File: src/rtl/moma_pkg.sv
// Package for the median-of-means accumulator: sizes, field types, queue entry.
// No dependencies.
package moma_pkg;
    localparam int unsigned Buckets    = 20;
    localparam int unsigned Entries    = 1024;
    localparam int unsigned PixW       = 10;
    localparam int unsigned BktW       = 5;
    localparam int unsigned SampW      = 32;
    localparam int unsigned SumW       = 48;
    localparam int unsigned CntW       = 16;
    localparam int unsigned RamDepth   = Entries * Buckets;
    localparam int unsigned AddrW      = $clog2(RamDepth);
    localparam int unsigned BIdxW      = $clog2(Buckets + 1);
    localparam int unsigned MeanW      = 32;
    localparam int unsigned QDepth     = 2;
    localparam int unsigned StepW      = $clog2(SumW + 1);

    typedef enum logic [1:0] {
        OP_NONE   = 2'd0,
        OP_INSERT = 2'd1,
        OP_QUERY  = 2'd2,
        OP_BADQ   = 2'd3
    } t_op;

    typedef struct packed {
        t_op              op;
        logic [PixW-1:0]  pix;
        logic [AddrW-1:0] addr;
        logic [SampW-1:0] sample;
    } t_cmd;

    localparam logic [SumW-1:0] SumMax  = {SumW{1'b1}};
    localparam logic [CntW-1:0] CntMax  = {CntW{1'b1}};
endpackage

File: src/rtl/moma_if.sv
// Valid/ready channel interfaces for the accumulator.
// Depends on moma_pkg.
interface moma_in_if;
    logic                         valid;
    logic                         ready;
    logic                         mode;
    logic [moma_pkg::PixW-1:0]    pixel_index;
    logic [moma_pkg::BktW-1:0]    bucket;
    logic [moma_pkg::SampW-1:0]   sample_value;
    modport source (output valid, mode, pixel_index, bucket, sample_value, input ready);
    modport sink   (input valid, mode, pixel_index, bucket, sample_value, output ready);
endinterface


File: src/rtl/moma_front.sv
// Front end: classifies input items into commands and holds them in a short queue.
// Depends on moma_pkg, moma_if.
module moma_front (
    input  logic                 i_clk,
    input  logic                 i_rst_n,
    moma_in_if.sink              in_ch,
    input  logic                 i_clr_busy,
    input  logic                 i_pop,
    output logic                 o_cmd_valid,
    output moma_pkg::t_cmd       o_cmd
);
    moma_pkg::t_cmd r_q [moma_pkg::QDepth];
    logic [0:0] r_wp, r_rp;
    logic [1:0] r_cnt;
    moma_pkg::t_cmd n_cmd;
    logic push;
    logic [moma_pkg::AddrW-1:0] base;

    assign in_ch.ready = !i_clr_busy && (r_cnt != 2'(moma_pkg::QDepth));
    assign push = in_ch.valid && in_ch.ready;
    assign o_cmd_valid = (r_cnt != 2'd0);
    assign o_cmd = r_q[r_rp];

    always_comb begin
        base = moma_pkg::AddrW'(in_ch.pixel_index) * moma_pkg::AddrW'(moma_pkg::Buckets);
        n_cmd.pix = in_ch.pixel_index;
        n_cmd.sample = in_ch.sample_value;
        n_cmd.addr = base + moma_pkg::AddrW'(in_ch.bucket);
        if (in_ch.mode) begin
            n_cmd.addr = base;
            if (32'(in_ch.pixel_index) >= moma_pkg::Entries) n_cmd.op = moma_pkg::OP_BADQ;
            else n_cmd.op = moma_pkg::OP_QUERY;
        end else if (32'(in_ch.pixel_index) >= moma_pkg::Entries
                     || 32'(in_ch.bucket) >= moma_pkg::Buckets) begin
            n_cmd.op = moma_pkg::OP_NONE;
        end else begin
            n_cmd.op = moma_pkg::OP_INSERT;
        end
    end

    always_ff @(posedge i_clk) begin
        if (push) r_q[r_wp] <= n_cmd;
        if (!i_rst_n) begin
            r_wp <= '0;
            r_rp <= '0;
            r_cnt <= '0;
        end else begin
            if (push) r_wp <= r_wp + 1'b1;
            if (i_pop) r_rp <= r_rp + 1'b1;
            r_cnt <= r_cnt + 2'(push) - 2'(i_pop);
        end
    end
endmodule

File: src/flat_wrapper.sv
// flat-port wrapper written by rule: the top's interface ports become plain ports
module moma_front_flat 
  (i_clk, i_rst_n, i_clr_busy, i_pop, o_cmd_valid, o_cmd, in_ch_valid, in_ch_mode, in_ch_pixel_index, in_ch_bucket, in_ch_sample_value, in_ch_ready);
  moma_in_if in_ch_i ();
  input  logic i_clk;
  input  logic i_rst_n;
  input  logic i_clr_busy;
  input  logic i_pop;
  output logic o_cmd_valid;
  output moma_pkg::t_cmd o_cmd;
  input wire logic [$bits(in_ch_i.valid)-1:0] in_ch_valid;
  input wire logic [$bits(in_ch_i.mode)-1:0] in_ch_mode;
  input wire logic [$bits(in_ch_i.pixel_index)-1:0] in_ch_pixel_index;
  input wire logic [$bits(in_ch_i.bucket)-1:0] in_ch_bucket;
  input wire logic [$bits(in_ch_i.sample_value)-1:0] in_ch_sample_value;
  output wire logic [$bits(in_ch_i.ready)-1:0] in_ch_ready;
  assign in_ch_i.valid = in_ch_valid;
  assign in_ch_i.mode = in_ch_mode;
  assign in_ch_i.pixel_index = in_ch_pixel_index;
  assign in_ch_i.bucket = in_ch_bucket;
  assign in_ch_i.sample_value = in_ch_sample_value;
  assign in_ch_ready = in_ch_i.ready;
  moma_front u_core (.i_clk(i_clk), .i_rst_n(i_rst_n), .in_ch(in_ch_i), .i_clr_busy(i_clr_busy), .i_pop(i_pop), .o_cmd_valid(o_cmd_valid), .o_cmd(o_cmd));
endmodule
File: config.mk
export PLATFORM = sky130hd
export DESIGN_NAME = moma_front_flat
export DESIGN_NICKNAME = d
export VERILOG_FILES = /design/src/rtl/moma_pkg.sv /design/src/rtl/moma_if.sv /design/src/rtl/moma_front.sv /design/src/flat_wrapper.sv
export SDC_FILE = /design/constraint.sdc
export NUM_CORES = 1
export LEC_CHECK = 0
export BUFFER_PORTS_ARGS = -buffer_cell sky130_fd_sc_hd__buf_2
export CAP_MARGIN = 20
export CORE_ASPECT_RATIO = 1.1
export CORE_MARGIN = 2
export CORE_UTILIZATION = 25
export CTS_CLUSTER_DIAMETER = 100
export DETAILED_ROUTE_END_ITERATION = 8
export GPL_TIMING_DRIVEN = 0
export HOLD_SLACK_MARGIN = 0.02
export PLACE_DENSITY = 0.5
export SLEW_MARGIN = 20
export SYNTH_ARGS = -nofsm -noshare
export SYNTH_HDL_FRONTEND = slang
export SYNTH_SLANG_ARGS = --single-unit
File: constraint.sdc
create_clock -name i_clk -period 4.6 [get_ports i_clk]
set_clock_uncertainty 0.05 [all_clocks]
set_input_delay 0.69 -clock i_clk [delete_from_list [all_inputs] [get_ports i_clk]]
set_output_delay 0.69 -clock i_clk [all_outputs]
set_load 0.02 [all_outputs]
==> flow_metrics.tcl <==
set metrics [dict create \
    cts-buffers-inserted 17 \
    hold_class "input pin to flip-flop" \
    use_met3_pct 3.19 \
    grt_pass1_wl_um 17500 \
    p_seq_share_pct 42.4 \
    grt_overflow 0 \
    slew_headroom_pct 52.7 \
    hold_viol 0 \
    cp-start-kind "flip-flop" \
    grt_max_degree 32 \
    die_w_um 144 \
    cts_root_buf "clkbuf_16" \
    cellPowerDensity_nw_per_um2 453 \
    synth_area_leaders "edfxtp_1 66%, mux2_2 13%, ha_1 4.9%" \
    drc 0 \
    p_switching_uw 784 \
    avgSynthCellArea_sq_um 16.7 \
    dr.pass1.iters 4 \
    cts.repair.resized 0 \
    synth_top_area_share_pct 66.2 \
    power.static_leakage_uw 0.00256 \
    synth_warnings 0 \
    drtIter0Drc 120 \
    multi_input_area_sq_um 1660 \
    place_ws_ns 0.929 \
    clk_latency_ns 0.41 \
    async_reset_ff_share_pct 0 \
    viasPerCell 4.12 \
    ff_latch_area_sq_um 3640 \
    met2_usage_pct 19.1 \
    syn_nets 397 \
    gr-usage-met1_pct 11.0 \
    dieArea_sq_um 22600 \
    antenna_cells 0 \
    p_clk_share_pct 41.9 \
    core_sq_um 21200 \
    ys_seq_area_share_pct 68.1 \
    pwr-share-comb_pct 15.7 \
    wl_um 11400 \
    fin_crit_sh_pct 75.0 \
    cts.path.max_buffers 2 \
    path_max_fanout 10 \
    setup_violations 0 \
    nFillCells 2109 \
    h-tree-depth 4 \
    syn_to_final_growth_pct 29.6 \
    critPathKind "flip-flop to output port" \
    cts_sinks 123 \
    synth_ff_type "edfxtp_1" \
    ir_drop_v 0.000238 \
    syn_inst 321 \
    wl_per_cell_um 15.0 \
    drive_above_1_share_pct 45.7 \
    status "finished, final reports clean" \
    grt-busiest-layer "met2" \
    setup_ws_ns 1.15 \
    max_freq_mhz 290 \
    antenna_left 0 \
    vias 3120 \
    netSwitchingFraction_pct 24.9 \
    rows 56 \
    clkTransAtPathRegs_ns 0.06 \
    io_buffers 113 \
    finalMaxSlewViolations 0 \
    fin_nets 532 \
    netlist_top_cells_count "118 x edfxtp_1, 60 x mux2_2, 21 x ha_1, 10 x inv_1, 10 x nor2_1" \
    finalSetupTns_ns 0 \
    r2r_slack_ns 2.72 \
    max_cap_violations 0 \
    cts_setup_buffers 0 \
    synth-seq-cells 123 \
    synth_edf_count 118 \
    initial_core_util_pct 25.3 \
    cp-end-kind "output port" \
    grt_pass1_vias 3338 \
    dpl.hpwl_um 8120 \
    finalCriticalPeriod_ns 3.45 \
    grt_usage_pct 10.4 \
    yosysMostFrequentCell "edfxtp_1" \
    netlist_area_sq_um 5350 \
    num_io_pins 114 \
    internal-power_uw 2360 \
    cts_tree "done" \
    synth_top_area_cell "edfxtp_1" \
    grt_setup_unrepaired "false" \
    antenna_found_initial 0 \
    cp.arrival_ns 2.71 \
    required_ns 3.86 \
    ctsHoldBuffers 0 \
    dieHeight_um 157 \
    synthDistinctLibCells 43 \
    globalplace.congestion 0.728 \
    worst_slew_pin_slew_ns 0.710 \
]
[final timing paths]
| path | start | end | depth (start not counted) |
|---|---|---|---|
| hold reg to reg | u_core.r_rp | flip-flop | 2 |
| hold / removal | in_ch_sample_value[21] | u_core.r_q[1][21] | 1 |
| setup reg to reg | u_core.r_cnt[0] | u_core.r_q[0][37] | 5 |
| setup / recovery | flip-flop | o_cmd[50] | 5 |
[layout by cell type, fill, tap and decap left out, drive strengths merged, types with 2 or more instances in the layout]
cell / Yosys / routed
nor2b: 5 / 5
clkinvlp: 0 / 4
xor2: 6 / 6
nor2: 10 / 10
bufinv: 0 / 3
dfxtp: 5 / 5
edfxtp: 118 / 118
nor3: 4 / 4
ha: 21 / 21
or4b: 2 / 2
nand4: 2 / 2
nand3: 5 / 5
and2: 9 / 9
mux2: 60 / 60
o211ai: 2 / 2
xnor2: 9 / 9
a21o: 3 / 3
inv: 10 / 10
a21oi: 5 / 5
a31oi: 2 / 2
nor4b: 2 / 2
o21ai: 6 / 6
buf: 2 / 118
nand2: 7 / 7
clkinv: 0 / 6
a211oi: 4 / 4
clkbuf: 6 / 24
fa: 2 / 2
o21a: 2 / 2
[logic make-up after synthesis]
family	after synthesis	synth area share, %
AOI/OAI and AO/OA	28	3.86
xor gates and xnor gates	15	2.45
adders and majority gates	23	5.66
buffers and inverters	18	1.26
DFF	123	68.1
muxes	61	12.8
and+or+nand+nor	53	5.91
[area by class of cell]
class	instances	share of cell area [%]
Clock buffer	18	6.19
Tap cell	290	5.23
Inverter	10	0.541
Timing Repair Buffer	116	9.02
Multi-Input combinational cell	180	23.9
Buffer	8	0.433
Sequential cell	123	52.5
Clock inverter	13	2.20
[critical path: stages (launching register included)]
cell,delay (ns)
dfxtp_1,0.30
clkbuf_1,0.24
clkbuf_1,0.55
buf_1,0.61
mux2_2,0.42
buf_2,0.16
[stage by stage]
step                      util [%]  power [uW]  cells  hold WS [ns]  instance area, sq um
after global routing          32.8        3290    758         0.400                  6940
after floorplan                  -        1690    321         0.492                  5350
final                         32.8        3140    758         0.413                  6940
after CTS                     32.8        3200    758         0.400                  6940
after global placement        29.7        1840    724         0.507                  6280
after detailed placement      30.0        1860    727         0.529                  6350
[flip-flops by register name, summed over array words and instances (netlist names), named ones only]
name,count
u_core.r_q,118
u_core.r_cnt,2
u_core.r_rp,1
u_core.r_wp,1
[routing by layer]
| layer | up-vias | wire [um] |
|---|---|---|
| met3 | 11 | 545 |
| li1 | 1508 | - |
| met5 | - | 0 |
| met2 | 71 | 6180 |
| met1 | 1530 | 4470 |
| met4 | 0 | 176 |
[power by group through the flow]
stage          logic [uW]  registers (uW)  clock network [uW]
2_1_floorplan         334            1350                   0
3_3_place_gp          484            1360                   0
3_5_place_dp          506            1360                   0
4_1_cts               509            1330                1350
5_1_grt               546            1340                1400
6_report              494            1330                1320
(Power assumes the default switching activity.)
